===== config.mk =====
export PLATFORM = sky130hd
export DESIGN_NAME = fifo_wait_queue_with_removal_unit_flat
export DESIGN_NICKNAME = d
export VERILOG_FILES = /design/src/rtl/fwqr_pkg.sv /design/src/rtl/fwqr_req_if.sv /design/src/rtl/fwqr_rsp_if.sv /design/src/rtl/fwqr_cell.sv /design/src/rtl/fwqr_ctrl.sv /design/src/rtl/fifo_wait_queue_with_removal_unit.sv /design/src/flat_wrapper.sv
export SDC_FILE = /design/constraint.sdc
export NUM_CORES = 1
export LEC_CHECK = 0
export BUFFER_PORTS_ARGS = -buffer_cell sky130_fd_sc_hd__buf_2
export CORE_MARGIN = 2
export CORE_UTILIZATION = 55
export CTS_CLUSTER_DIAMETER = 40
export CTS_CLUSTER_SIZE = 40
export DETAILED_ROUTE_END_ITERATION = 12
export PLACE_DENSITY = 0.76
export SETUP_SLACK_MARGIN = 0.2
export SYNTH_ARGS = -nofsm -noshare
export SYNTH_HDL_FRONTEND = slang
export SYNTH_HIERARCHICAL = 1
export SYNTH_SLANG_ARGS = --single-unit

===== constraint.sdc =====
create_clock -name clock -period 7.4 [get_ports clock]
set_input_delay 0.74 -clock clock [delete_from_list [all_inputs] [get_ports clock]]
set_output_delay 0.74 -clock clock [all_outputs]
set_load 0.02 [all_outputs]

===== src/rtl/fwqr_pkg.sv =====
`timescale 1ns / 1ps
// ----------------------------------------------------------------------------
// fwqr_pkg: shared types for the wait queue with removal
// Operation codes, status codes, cell commands, controller states and the chain summary.
// ----------------------------------------------------------------------------
package fwqr_pkg;

   localparam int DEPTH_DEFAULT    = 16;
   localparam int ID_WIDTH_DEFAULT = 8;

   // Request operation codes
   typedef enum logic [1:0] {
      KIND_ENQUEUE = 2'd0,
      KIND_DEQUEUE = 2'd1,
      KIND_DEQ_ALL = 2'd2,
      KIND_REMOVE  = 2'd3
   } kind_type;

   // Result status codes
   typedef enum logic [1:0] {
      STATUS_OK        = 2'd0,
      STATUS_EMPTY     = 2'd1,
      STATUS_FULL      = 2'd2,
      STATUS_NOT_FOUND = 2'd3
   } status_type;

   // Command broadcast to every cell of the chain
   typedef enum logic [2:0] {
      CMD_HOLD,
      CMD_LOAD,
      CMD_SHIFT,
      CMD_MATCH,
      CMD_SHIFT_SEEN
   } cell_cmd_type;

   // Controller states
   typedef enum logic {
      S_IDLE,
      S_EXEC
   } state_type;

   // Chain summary seen by the controller
   typedef struct packed {
      logic head_valid;
      logic next_valid;
      logic full;
      logic found;
   } chain_status_type;

endpackage


===== src/rtl/fwqr_req_if.sv =====
`timescale 1ns / 1ps
// ----------------------------------------------------------------------------
// fwqr_req_if: request channel
// Valid/ready channel carrying one queue operation.
// ----------------------------------------------------------------------------
interface fwqr_req_if;
   logic       valid;
   logic       ready;
   logic [1:0] kind;
   logic [7:0] task_id;

   modport source (output valid, output kind, output task_id, input ready);
   modport sink   (input valid, input kind, input task_id, output ready);
endinterface


===== src/rtl/fwqr_rsp_if.sv =====
`timescale 1ns / 1ps
// ----------------------------------------------------------------------------
// fwqr_rsp_if: result channel
// Valid/ready channel carrying one result of a queue operation.
// ----------------------------------------------------------------------------
interface fwqr_rsp_if;
   logic       valid;
   logic       ready;
   logic [7:0] out_task;
   logic [1:0] status;
   logic       last;
   logic       now_empty;

   modport source (output valid, output out_task, output status, output last,
                   output now_empty, input ready);
   modport sink   (input valid, input out_task, input status, input last,
                   input now_empty, output ready);
endinterface


===== src/rtl/fwqr_cell.sv =====
`timescale 1ns / 1ps
// ----------------------------------------------------------------------------
// fwqr_cell: one queue slot
// Holds one identifier and its valid bit, loads, shifts toward the head and
// takes part in the first-match search for removal.
// ----------------------------------------------------------------------------
module fwqr_cell
   import fwqr_pkg::*;
#(
   parameter int ID_WIDTH = ID_WIDTH_DEFAULT
) (
   input  logic                clock,
   input  logic                reset,
   input  cell_cmd_type        cmd,
   input  logic [ID_WIDTH-1:0] in_id,
   input  logic [ID_WIDTH-1:0] nbr_slot,
   input  logic                nbr_valid,
   input  logic                prev_valid,
   input  logic                seen_in,
   output logic [ID_WIDTH-1:0] slot,
   output logic                valid,
   output logic                seen_out
);

   logic [ID_WIDTH-1:0] slot_ff, slot_in;
   logic                valid_ff, valid_in;
   logic                match_ff, match_in;

   // pass the first-match mark toward the tail
   assign seen_out = seen_in | match_ff;

   always_comb begin
      slot_in  = slot_ff;
      valid_in = valid_ff;
      match_in = match_ff;
      case (cmd)
         CMD_LOAD: begin
            if (!valid_ff && prev_valid) begin
               slot_in  = in_id;
               valid_in = 1'b1;
            end
         end
         CMD_SHIFT: begin
            slot_in  = nbr_slot;
            valid_in = nbr_valid;
         end
         CMD_MATCH: begin
            match_in = valid_ff && (slot_ff == in_id);
         end
         CMD_SHIFT_SEEN: begin
            if (seen_out) begin
               slot_in  = nbr_slot;
               valid_in = nbr_valid;
            end
         end
         default: begin
         end
      endcase
   end

   // hold occupancy under reset, payload free-running
   always_ff @(posedge clock) begin
      if (reset) begin
         valid_ff <= 1'b0;
      end else begin
         valid_ff <= valid_in;
      end
      slot_ff  <= slot_in;
      match_ff <= match_in;
   end

   assign slot  = slot_ff;
   assign valid = valid_ff;

endmodule


===== src/rtl/fwqr_ctrl.sv =====
`timescale 1ns / 1ps
// ----------------------------------------------------------------------------
// fwqr_ctrl: queue sequencer
// Takes requests, drives the cell chain and fills the result register.
// ----------------------------------------------------------------------------
module fwqr_ctrl
   import fwqr_pkg::*;
#(
   parameter int ID_WIDTH = ID_WIDTH_DEFAULT
) (
   input  logic                clock,
   input  logic                reset,
   fwqr_req_if.sink            req,
   fwqr_rsp_if.source          rsp,
   input  chain_status_type    chain,
   input  logic [ID_WIDTH-1:0] head_slot,
   output cell_cmd_type        cmd,
   output logic [ID_WIDTH-1:0] cell_id
);

   state_type           state_ff, state_in;
   kind_type            kind_ff, kind_in;
   logic [ID_WIDTH-1:0] id_ff, id_in;
   logic                rsp_valid_ff, rsp_valid_in;
   logic [7:0]          task_ff, task_in;
   status_type          status_ff, status_in;
   logic                last_ff, last_in;
   logic                empty_ff, empty_in;
   logic                out_free;

   assign out_free = !rsp_valid_ff || rsp.ready;
   assign cell_id  = (state_ff == S_IDLE) ? ID_WIDTH'(req.task_id) : id_ff;

   // sequence one request: capture, then execute when the result slot frees
   always_comb begin
      state_in     = state_ff;
      kind_in      = kind_ff;
      id_in        = id_ff;
      rsp_valid_in = rsp_valid_ff && !rsp.ready;
      task_in      = task_ff;
      status_in    = status_ff;
      last_in      = last_ff;
      empty_in     = empty_ff;
      cmd          = CMD_HOLD;
      req.ready    = 1'b0;
      case (state_ff)
         S_IDLE: begin
            req.ready = 1'b1;
            if (req.valid) begin
               kind_in  = kind_type'(req.kind);
               id_in    = ID_WIDTH'(req.task_id);
               state_in = S_EXEC;
               if (kind_type'(req.kind) == KIND_REMOVE) begin
                  cmd = CMD_MATCH;
               end
            end
         end
         S_EXEC: begin
            if (out_free) begin
               rsp_valid_in = 1'b1;
               task_in      = '0;
               last_in      = 1'b1;
               state_in     = S_IDLE;
               case (kind_ff)
                  KIND_ENQUEUE: begin
                     if (chain.full) begin
                        status_in = STATUS_FULL;
                        empty_in  = !chain.head_valid;
                     end else begin
                        cmd       = CMD_LOAD;
                        status_in = STATUS_OK;
                        empty_in  = 1'b0;
                     end
                  end
                  KIND_DEQUEUE: begin
                     if (!chain.head_valid) begin
                        status_in = STATUS_EMPTY;
                        empty_in  = 1'b1;
                     end else begin
                        cmd       = CMD_SHIFT;
                        task_in   = 8'(head_slot);
                        status_in = STATUS_OK;
                        empty_in  = !chain.next_valid;
                     end
                  end
                  KIND_DEQ_ALL: begin
                     empty_in = 1'b1;
                     if (!chain.head_valid) begin
                        status_in = STATUS_EMPTY;
                     end else begin
                        cmd       = CMD_SHIFT;
                        task_in   = 8'(head_slot);
                        status_in = STATUS_OK;
                        last_in   = !chain.next_valid;
                        if (chain.next_valid) begin
                           state_in = S_EXEC;
                        end
                     end
                  end
                  KIND_REMOVE: begin
                     cmd = CMD_SHIFT_SEEN;
                     if (chain.found) begin
                        status_in = STATUS_OK;
                        empty_in  = !chain.next_valid;
                     end else begin
                        status_in = STATUS_NOT_FOUND;
                        empty_in  = !chain.head_valid;
                     end
                  end
                  default: begin
                  end
               endcase
            end
         end
         default: begin
            state_in = S_IDLE;
         end
      endcase
   end

   // advance control state, hold payload
   always_ff @(posedge clock) begin
      if (reset) begin
         state_ff     <= S_IDLE;
         rsp_valid_ff <= 1'b0;
      end else begin
         state_ff     <= state_in;
         rsp_valid_ff <= rsp_valid_in;
      end
      kind_ff   <= kind_in;
      id_ff     <= id_in;
      task_ff   <= task_in;
      status_ff <= status_in;
      last_ff   <= last_in;
      empty_ff  <= empty_in;
   end

   assign rsp.valid     = rsp_valid_ff;
   assign rsp.out_task  = task_ff;
   assign rsp.status    = status_ff;
   assign rsp.last      = last_ff;
   assign rsp.now_empty = empty_ff;

endmodule


===== src/rtl/fifo_wait_queue_with_removal_unit.sv =====
`timescale 1ns / 1ps
// ----------------------------------------------------------------------------
// fifo_wait_queue_with_removal_unit: FIFO of task identifiers with removal
// A row of slot cells, oldest at the head, driven by a small sequencer.
// ----------------------------------------------------------------------------
// Usage:
//   req carries kind (enqueue, dequeue, dequeue all, remove) and task_id.
//   rsp carries out_task, status, last and now_empty; each request gives one
//   result, except dequeue-all on a non-empty queue, which gives one result
//   per entry, oldest first, with last set on the final one.
//   A request is taken in the idle state; in the execute state, once the
//   result register is free, it is executed and its result registered;
//   dequeue-all stays in the execute state for each further entry.
//   Removal compares all cells in the capture cycle and closes the gap in the
//   execute cycle; enqueue, dequeue and removal each move the chain once.
//   One request is in flight at a time; req.ready is high while idle.
//   When rsp stalls, execution waits until the result register frees; the
//   queue contents are held meanwhile.
//   Reset empties the queue at once; the slots need no clearing.
// ----------------------------------------------------------------------------
module fifo_wait_queue_with_removal_unit
   import fwqr_pkg::*;
#(
   parameter int DEPTH    = DEPTH_DEFAULT,
   parameter int ID_WIDTH = ID_WIDTH_DEFAULT
) (
   input  logic       clock,
   input  logic       reset,
   fwqr_req_if.sink   req,
   fwqr_rsp_if.source rsp
);

   cell_cmd_type        cmd;
   logic [ID_WIDTH-1:0] cell_id;
   chain_status_type    chain;
   logic [ID_WIDTH-1:0] slot_pad  [DEPTH+1];
   logic [DEPTH:0]      valid_pad;
   logic [DEPTH:0]      seen_pad;
   logic                prev_valid [DEPTH];

   // pad the tail so the last cell shifts in an empty slot
   assign slot_pad[DEPTH]  = '0;
   assign valid_pad[DEPTH] = 1'b0;
   assign seen_pad[0]      = 1'b0;

   // build the cell row
   for (genvar i = 0; i < DEPTH; i++) begin : g_cell
      if (i == 0) begin : g_head
         assign prev_valid[i] = 1'b1;
      end else begin : g_body
         assign prev_valid[i] = valid_pad[i-1];
      end

      fwqr_cell #(
         .ID_WIDTH (ID_WIDTH)
      ) u_cell (
         .clock      (clock),
         .reset      (reset),
         .cmd        (cmd),
         .in_id      (cell_id),
         .nbr_slot   (slot_pad[i+1]),
         .nbr_valid  (valid_pad[i+1]),
         .prev_valid (prev_valid[i]),
         .seen_in    (seen_pad[i]),
         .slot       (slot_pad[i]),
         .valid      (valid_pad[i]),
         .seen_out   (seen_pad[i+1])
      );
   end

   // summarize the chain for the sequencer
   assign chain.head_valid = valid_pad[0];
   assign chain.next_valid = valid_pad[1];
   assign chain.full       = valid_pad[DEPTH-1];
   assign chain.found      = seen_pad[DEPTH];

   fwqr_ctrl #(
      .ID_WIDTH (ID_WIDTH)
   ) u_ctrl (
      .clock     (clock),
      .reset     (reset),
      .req       (req),
      .rsp       (rsp),
      .chain     (chain),
      .head_slot (slot_pad[0]),
      .cmd       (cmd),
      .cell_id   (cell_id)
   );

endmodule


===== src/flat_wrapper.sv =====
// flat-port wrapper written by rule: the top's interface ports become plain ports
module fifo_wait_queue_with_removal_unit_flat import fwqr_pkg::*;
#(
   parameter int DEPTH    = DEPTH_DEFAULT,
   parameter int ID_WIDTH = ID_WIDTH_DEFAULT
)
  (clock, reset, req_valid, req_kind, req_task_id, req_ready, rsp_valid, rsp_out_task, rsp_status, rsp_last, rsp_now_empty, rsp_ready);
  fwqr_req_if req_i ();
  fwqr_rsp_if rsp_i ();
  input  logic clock;
  input  logic reset;
  input wire logic [$bits(req_i.valid)-1:0] req_valid;
  input wire logic [$bits(req_i.kind)-1:0] req_kind;
  input wire logic [$bits(req_i.task_id)-1:0] req_task_id;
  output wire logic [$bits(req_i.ready)-1:0] req_ready;
  output wire logic [$bits(rsp_i.valid)-1:0] rsp_valid;
  output wire logic [$bits(rsp_i.out_task)-1:0] rsp_out_task;
  output wire logic [$bits(rsp_i.status)-1:0] rsp_status;
  output wire logic [$bits(rsp_i.last)-1:0] rsp_last;
  output wire logic [$bits(rsp_i.now_empty)-1:0] rsp_now_empty;
  input wire logic [$bits(rsp_i.ready)-1:0] rsp_ready;
  assign req_i.valid = req_valid;
  assign req_i.kind = req_kind;
  assign req_i.task_id = req_task_id;
  assign req_ready = req_i.ready;
  assign rsp_valid = rsp_i.valid;
  assign rsp_out_task = rsp_i.out_task;
  assign rsp_status = rsp_i.status;
  assign rsp_last = rsp_i.last;
  assign rsp_now_empty = rsp_i.now_empty;
  assign rsp_i.ready = rsp_ready;
  fifo_wait_queue_with_removal_unit #(.DEPTH(DEPTH), .ID_WIDTH(ID_WIDTH)) u_core (.clock(clock), .reset(reset), .req(req_i), .rsp(rsp_i));
endmodule

======== Word-level counts from Yosys, hierarchy flattened ========
Cells that the tools add are included.
operators by class
  add/sub/neg operators ................... 0
  $mul .................................... 0
  divide/modulo/power cells ............... 0
  $lt $le $gt $ge ......................... 0
  equal/unequal tests ..................... 56
  shifts and indexed selects .............. 0
  multiplexer cells ....................... 120
  bitwise gates (word level) .............. 16
  reduce and logical (&&, ||, !) cells .... 74
operators by type and width
  operator            count
  $pmux 8 s3          16
  $mux 8              33
  $eq 8x8->1          16
  $ne 2x2->1 const B  32
  $pmux 1 s3          16
  $reduce_and 3->1    16
  $mux 1              44
  $logic_and 1x1->1   32
  $logic_not 1->1     18
  $or 1x1->1          15
  $mux 2              5
  $pmux 3 s3          1
  $reduce_and 2->1    4
  $eq 2x2->1 const B  3
  $eq 3x2->1 const B  2
  $pmux 2 s3          1
  $pmux 3 s2          1
  $pmux 1 s4          1
  $eq 3x1->1 const B  1
  $eq 3x3->1 const B  1
  $mux 3              1
  $reduce_bool 3->1   1
  $eq 2x1->1 const B  1
  $logic_not 2->1     1
  4 further kinds     4
storage, ports and cells
  bits in registers ....................... 184
  latch bits .............................. 0
  memory bits (writable) .................. 0
  ROM bits ................................ 0
  input bits .............................. 14
  output and inout bits ................... 14
  word-level logic and storage cells ...... 322
  memories kept ........................... 0

======== Longest topological paths before layout ========
Gate-level depths: netlist of the first run.
  depth after elaboration ................. 17
  gate-level depth with buffers ........... 35
  gate-level depth less buffers ........... 35

======== Cells and area by module ========
Netlist of the first run, hierarchy kept.
modules (own cells, without submodules)
  module                             instances  cells each  area each (um^2)  sequential area each (um^2)
  fwqr_cell                          16         44          571.8             290.3
  fwqr_ctrl                          1          77          1096.1            700.7
  fifo_wait_queue_with_removal_unit  1          2           7.5               0.0

======== Worst setup path before layout of the first run ========
No wires, ideal clock.
  path kind ............................... in2reg
  start ................................... in rsp_ready
  end ..................................... reg u_core.g_cell[0].u_cell.slot_ff[0], enable pin
  library setup time ...................... 0.334 ns
  arrival time ............................ 5.868 ns
  required time ........................... 7.066 ns
  slack ................................... 1.198 ns
  cell stages on the path ................. 6
  buffers on the path ..................... 0
  path through ............................ nand2b_1 -> nand2_1 -> o21ai_1 -> nor3b_1 -> a22oi_1 -> o21a_1
between the ends
  cells in the longest elaborated chain, start to end .. 6
  elaborated cells on any way between the ends .. 10
  classes of those cells .................. eq/ne: 5; mux: 2; reduce/logical: 3
ends and longest elaborated chain
  element                                                    RTL line                                 RTL
  start: declaration                                         flat_wrapper.sv:21                       input wire logic [$bits(rsp_i.ready)-1:0] rsp_ready;
  $logic_or 1x1->1 *                                         fwqr_ctrl.sv:31                          assign out_free = !rsp_valid_ff || rsp.ready;
  $mux 3 *                                                   fwqr_ctrl.sv:59                          if (out_free) begin
  $pmux 3 s2 *                                               fwqr_ctrl.sv:46                          case (state_ff)
  net u_core.cmd[0]                                          fifo_wait_queue_with_removal_unit.sv:33  cell_cmd_type cmd;
  $eq 3x3->1, or another cell as far along                   fwqr_cell.sv:36                          case (cmd)
  $ne 2x2->1 (no line) or $reduce_bool 3->1 (tied branches)  n/a
  $reduce_and 3->1 (no line) *                               n/a
  end signal: assignment                                     fwqr_cell.sv:68                          slot_ff <= slot_in;
  end: declaration                                           fwqr_cell.sv:25                          logic [ID_WIDTH-1:0] slot_ff, slot_in;
Mark *: on every way through the listed nets, which the timed path passes. The rest lies on a longest branch.
A chain may end at the register's enable or synchronous reset.

==> flow_summary.toml, run 1 <==
[outcome]
status = "finished clean"

[global_route]
overflow = 0
grt_usage_pct = 21.4
grt_max_degree = 81
grt_pass1_vias = 6524
antenna_found_initial = 0
grt_pass1_wl_mm = 33.4

[setup_path]
cp_max_fo = 3
cp.arrival_ps = 4620
worstPathRequired_ps = 7560
worstSetupStartpointType = "flop"
critPathKind = "reg2reg"
crit_slowest_cell = "edfxtp_1"
end_kind = "flop"
cpPeakStageDelay_ps = 370

[routing]
drt_iter0_drc = 451
post-route-drc-count = 0
routedWlPerCell_um = 18.8
viasPerCell = 5.81
dr.pass1.iters = 5
vias = 6314
routed_wirelength_mm = 20.4
drt.antenna.violating_nets = 0

[logic_synthesis]
yosysWarnings = 6
synth_top_area_share_pct = 48.6
synth-seq-cells = 184
yosysSeqAreaShare_pct = 52.1
synthFlopType = "edfxtp_1"
synth_edf_count = 166
synthArstFlopShare_pct = 0
yosysTopAreaCell = "edfxtp_1"
synth.avg_cell_area_um2 = 13.1
ys_types = 32
synth_area_um2 = 10300
syn_inst = 783
ys_top_cells_by_area = "edfxtp_1, mux2_2, xor2_1"

[clocking]
post_cts_buffers = 0
cts_max_path_buffers = 2
numClockSinks = 184
clk_pin_slew_ps = 70
cts_resized = 0
cts_root_buf = "clkbuf_16"
cts_tree = "done"
cts_buffers = 17
holdBufCountCts = 0
ctsHtreeMaxLevel = 4
clkLatencyLatePin_ps = 430

[job]
cap_violations = 0

[sta]
holdWs_ps = 490
timing.fmax_mhz = 225
rsz0062_at_grt = "false"
fin_crit_ps = 4450
worstMarginPinSlew_ps = 991
finalSetupViolCount = 0
finClkSkew_ps = 9.92
maxSlewHeadroom_pct = 33.7
hold_viol_final = 0
slew_violations = 0
tns_ps = 0
layout_worst_path_cycle_share_pct = 60.2

[power_and_ir_drop]
finalPower_mw = 2.76
p_per_area_nw_per_um2 = 243
p_leak_nw = 3.79
max-vdd-ir-drop_mv = 0.193

[place]
gp_congestion = 0.794
dp_cells = 1056
dpl.hpwl_mm = 12.9
io_buffers = 27

[layout]
multiInputGateArea_um2 = 4820
n_fill_cell = 1382
seqCellArea_um2 = 5350
final_util_pct = 62.6
layoutNonFillerInstCount = 1087
layout_common_cells = "edfxtp_1, mux2_2, xor2_1"
drive_gt1_share_pct = 26.9
fin_nets = 866
diodes = 0
final_common_cell = "edfxtp_1"
area_delta_synth_final_pct = 10.8

[floorplanning]
die_area_um2 = 19700
core-area_um2 = 18100
initial_core_util_pct = 56.5
fp.dieW_um = 141
die_h_um = 141
io_pins = 28
fp-row-count = 49

[worst_hold_path]
hold_class = "in2reg"
worst max-delay path, delay by kind of cell, from the launching register on:
family                 cells  cell delay, ps
AND/OR/NAND/NOR           16            2450
buffers and inverters     16             970
AO/OA/AOI/OAI              3             400
flip-flops                 1             370
per-layer routing:
metal  vias to the layer above  share of wire, %  global-route usage [%]  wire length (µm)
met5                         -                 0                       0                 0
met4                         0               1.3                    6.16               272
met3                        28               3.2                    4.65               646
met2                       100                49                    35.4              9970
met1                      3160                47                    28.6              9520
li1                       3026                 -                       -                 -
kinds of logic (layout without fill, tap and decap cells):
kind of cell / Yosys count / after routing / share of synthesized area [%]
DFF: 184 / 184 / 52.1
and+or+nand+nor: 183 / 183 / 11.8
xor gates and xnor gates: 160 / 160 / 13.7
muxes: 136 / 136 / 14.9
AOI/OAI and AO/OA: 74 / 74 / 5.22
buffers and inverters: 38 / 104 / 1.44
adders and majority gates: 6 / 6 / 0.732
other: 2 / 11 / 0.0733
sequential cells by signal, indices dropped and copies added (netlist names):
signal                         count
u_core/g_cell.u_cell/valid        16
u_core/u_ctrl/kind_ff              2
u_core/u_ctrl/rsp.out_task         8
u_core/u_ctrl/rsp.now_empty        1
u_core/u_ctrl/state_ff             1
u_core/g_cell.u_cell/match_ff     16
u_core/u_ctrl/id_ff                8
u_core/u_ctrl/rsp.valid            1
u_core/u_ctrl/rsp.last             1
u_core/g_cell.u_cell/slot        128
u_core/u_ctrl/rsp.status           2
stage by stage:
step / worst slack [ps] / area (µm²)
detailed placement: 2980 / 10800
global placement: 3110 / 10800
global route: 2270 / 11400
CTS: 2940 / 11400
finish: 2950 / 11400
floorplan: 1200 / 10300
cell type report:
class,count,share of cell area [%]
clock buffer,19,3.81
clock inverter,12,1.13
inverter,36,1.19
multi-input combinational,570,42.4
sequential,184,47.1
tap,229,2.52
timing repair buffer,37,1.85
worst paths after layout:
| kind | from | end | slack (ps) | cells after the start |
|---|---|---|---|---|
| worst max register to register | u_core/g_cell[0].u_cell/match_ff$_DFFE_PN_ | u_core/u_ctrl/rsp.now_empty$_DFFE_PP_ | 2950 | 35 |
| worst max-delay path | u_core/g_cell[0].u_cell/match_ff$_DFFE_PN_ | u_core/u_ctrl/rsp.now_empty$_DFFE_PP_ | 2950 | 35 |
| worst min-delay path | req_task_id[3] | u_core/u_ctrl/id_ff[3]$_DFFE_PP_ | 490 | 1 |
| worst min register to register | u_core/u_ctrl/rsp.valid$_SDFF_PP0_ | u_core/u_ctrl/rsp.valid$_SDFF_PP0_ | 530 | 2 |
where the power goes:
group,switching [mW],internal [mW]
Clock,0.378,0.494
Sequential,0.0850,1.29
Combinational,0.287,0.231
cells in the mapped netlist (2+ instances only):
cell	number
ha_1	6
nor3b_1	32
edfxtp_1	166
xor2_1	112
nor4_1	32
dfxtp_1	18
o21ai_1	2
nand3_1	19
nand2b_1	21
nor2_4	16
a22oi_1	16
nand2_1	4
mux2_2	129
xnor2_1	48
and3b_2	16
a31oi_1	16
nor2_1	33
and3_1	9
mux2_1	7
o21a_1	32
a21oi_1	3
conb_1	2
inv_1	35
(Power assumes the default switching activity.)
==> inputs of run 2 (changes only) <==
==> constraint.sdc (replaced) <==
create_clock -name clock -period 4.7 [get_ports clock]
set_input_delay 0.47 -clock clock [delete_from_list [all_inputs] [get_ports clock]]
set_output_delay 0.47 -clock clock [all_outputs]
set_load 0.02 [all_outputs]
==> flow_summary.toml, run 2 (same netlist as run 1, synthesis figures left out) <==
[routing]
vias = 6345
drt_iter0_drc = 454
routedWlPerCell_um = 18.2
drt.antenna.violating_nets = 0
post-route-drc-count = 0
routed_wirelength_mm = 19.9
viasPerCell = 5.82
dr.pass1.iters = 4

[global_route]
grt_pass1_vias = 6581
overflow = 0
grt_usage_pct = 20.7
antenna_found_initial = 0
grt_pass1_wl_mm = 32.5
grt_max_degree = 52

[layout]
area_delta_synth_final_pct = 11.2
layout_common_cells = "edfxtp_1, mux2_2, xor2_1"
drive_gt1_share_pct = 27.5
design_area_um2 = 11400
fin_nets = 868
n_fill_cell = 1360
multiInputGateArea_um2 = 4830
seqCellArea_um2 = 5350
largest_reg_flops = 128
layoutNonFillerInstCount = 1090
diodes = 0
final_util_pct = 62.8
final_common_cell = "edfxtp_1"

[setup_path]
ff2ff_setup_slack_ps = 780
worstPathRequired_ps = 4880
cp.arrival_ps = 4100
r2r_end = "u_core/u_ctrl/rsp.now_empty$_DFFE_PP_"
worstSetupStartpointType = "flop"
r2r_start = "u_core/g_cell[0].u_cell/match_ff$_DFFE_PN_"
cp_max_fo = 3
critPathKind = "reg2reg"
cpMostUsedCell = "inv_1"
end_kind = "flop"
cpPeakStageDelay_ps = 360
crit_slowest_cell = "edfxtp_1"
r2r_cells = 35

[floorplanning]
core-area_um2 = 18100
fp-row-count = 49
die_area_um2 = 19700
die_h_um = 141
initial_core_util_pct = 56.5
fp.dieW_um = 141
io_pins = 28

[sta]
holdWs_ps = 220
finClkSkew_ps = 11.6
layout_worst_path_cycle_share_pct = 83.5
finalSetupViolCount = 0
hold_viol_final = 0
tns_ps = 0
timing.fmax_mhz = 255
worstMarginPinSlew_ps = 1120
maxSlewHeadroom_pct = 25.2
slew_violations = 0
fin_crit_ps = 3920
layout_setup_ws_ps = 776
rsz0062_at_grt = "false"

[clocking]
ctsHtreeMaxLevel = 4
cts_max_path_buffers = 2
cts_buffers = 17
cts_root_buf = "clkbuf_16"
numClockSinks = 184
clk_pin_slew_ps = 70
cts_tree = "done"
clkLatencyLatePin_ps = 430

[power_and_ir_drop]
max-vdd-ir-drop_mv = 0.370
p_leak_nw = 3.81
finalPower_mw = 4.37
p_per_area_nw_per_um2 = 383

[job]
cap_violations = 0

[worst_hold_path]
min_path_cells = 1
hold_class = "in2reg"
holdCritStartpoint = "req_task_id[7]"
min_to = "u_core/u_ctrl/id_ff[7]$_DFFE_PP_"

[place]
placed_cell_area_um2 = 10800
dpl.hpwl_mm = 12.9
dp_cells = 1058
gp_congestion = 0.774
place_ws_ps = 644
io_buffers = 27

[outcome]
status = "finished clean"
==> run 2: cell count changes in the layout (fill, tap and decap cells not counted) <==
cell	change
clkinvlp_4	-3
clkbuf_8	+2
clkbuf_1	+4
nor2_1	-4
nor2_2	+4
clkinv_1	-2
o21a_1	-1
buf_12	+1
clkinv_2	+1
inv_6	-1
o21a_2	+1
buf_4	+1
==> run 2: final cells by class <==
class                      instances  share of cell area, %
clock buffer                      25                   4.17
tap                              229                   2.51
timing repair buffer              39                   2.08
multi-input combinational        570                   42.3
sequential                       184                   46.9
clock inverter                     7                  0.834
inverter                          36                   1.18
==> run 2: per-layer routing <==
metal | GRT usage, % | up-vias | share of wire, %
met2 | 35.6 | 109 | 50
met4 | 7.79 | 0 | 1.9
met3 | 4.38 | 31 | 3.1
li1 | - | 3027 | -
met5 | 0 | - | 0
met1 | 26.0 | 3178 | 45
==> run 2: worst max path at each step <==
stage                                                   to  slack, ps                                       start  cells past startpoint
2_1_floorplan    u_core/g_cell[0].u_cell/slot[0]$_DFFE_PP_        340          u_core/u_ctrl/kind_ff[0]$_DFFE_PP_                      7
3_3_place_gp         u_core/u_ctrl/rsp.now_empty$_DFFE_PP_        790  u_core/g_cell[0].u_cell/match_ff$_DFFE_PN_                     35
3_5_place_dp   u_core/g_cell[15].u_cell/valid$_SDFFE_PP0P_        640  u_core/g_cell[0].u_cell/match_ff$_DFFE_PN_                     34
4_1_cts        u_core/g_cell[15].u_cell/valid$_SDFFE_PP0P_        620  u_core/g_cell[0].u_cell/match_ff$_DFFE_PN_                     34
5_1_grt              u_core/u_ctrl/rsp.now_empty$_DFFE_PP_        210  u_core/g_cell[0].u_cell/match_ff$_DFFE_PN_                     35
6_report             u_core/u_ctrl/rsp.now_empty$_DFFE_PP_        780  u_core/g_cell[0].u_cell/match_ff$_DFFE_PN_                     35
==> run 2: repair_timing <==
action,CTS,global route
setup buffers,0,0
hold endpoints to repair,0,0
hold buffers,0,0
resized for setup,0,5
setup endpoints to repair,0,13
==> run 2: where the power goes <==
| group | internal (mW) | total [mW] | switching, mW |
|---|---|---|---|
| registers | 2.03 | 2.16 | 0.130 |
| logic | 0.367 | 0.816 | 0.449 |
| clock network | 0.812 | 1.39 | 0.581 |
| total | 3.21 | 4.37 | 1.16 |
==> run 2: critical path: cells and delay by family, from the launching register on <==
kind                   cells  cell delay [ps]
flip-flops                 1              360
AO/OA/AOI/OAI              3              390
AND/OR/NAND/NOR           16             1960
buffers and inverters     16              960
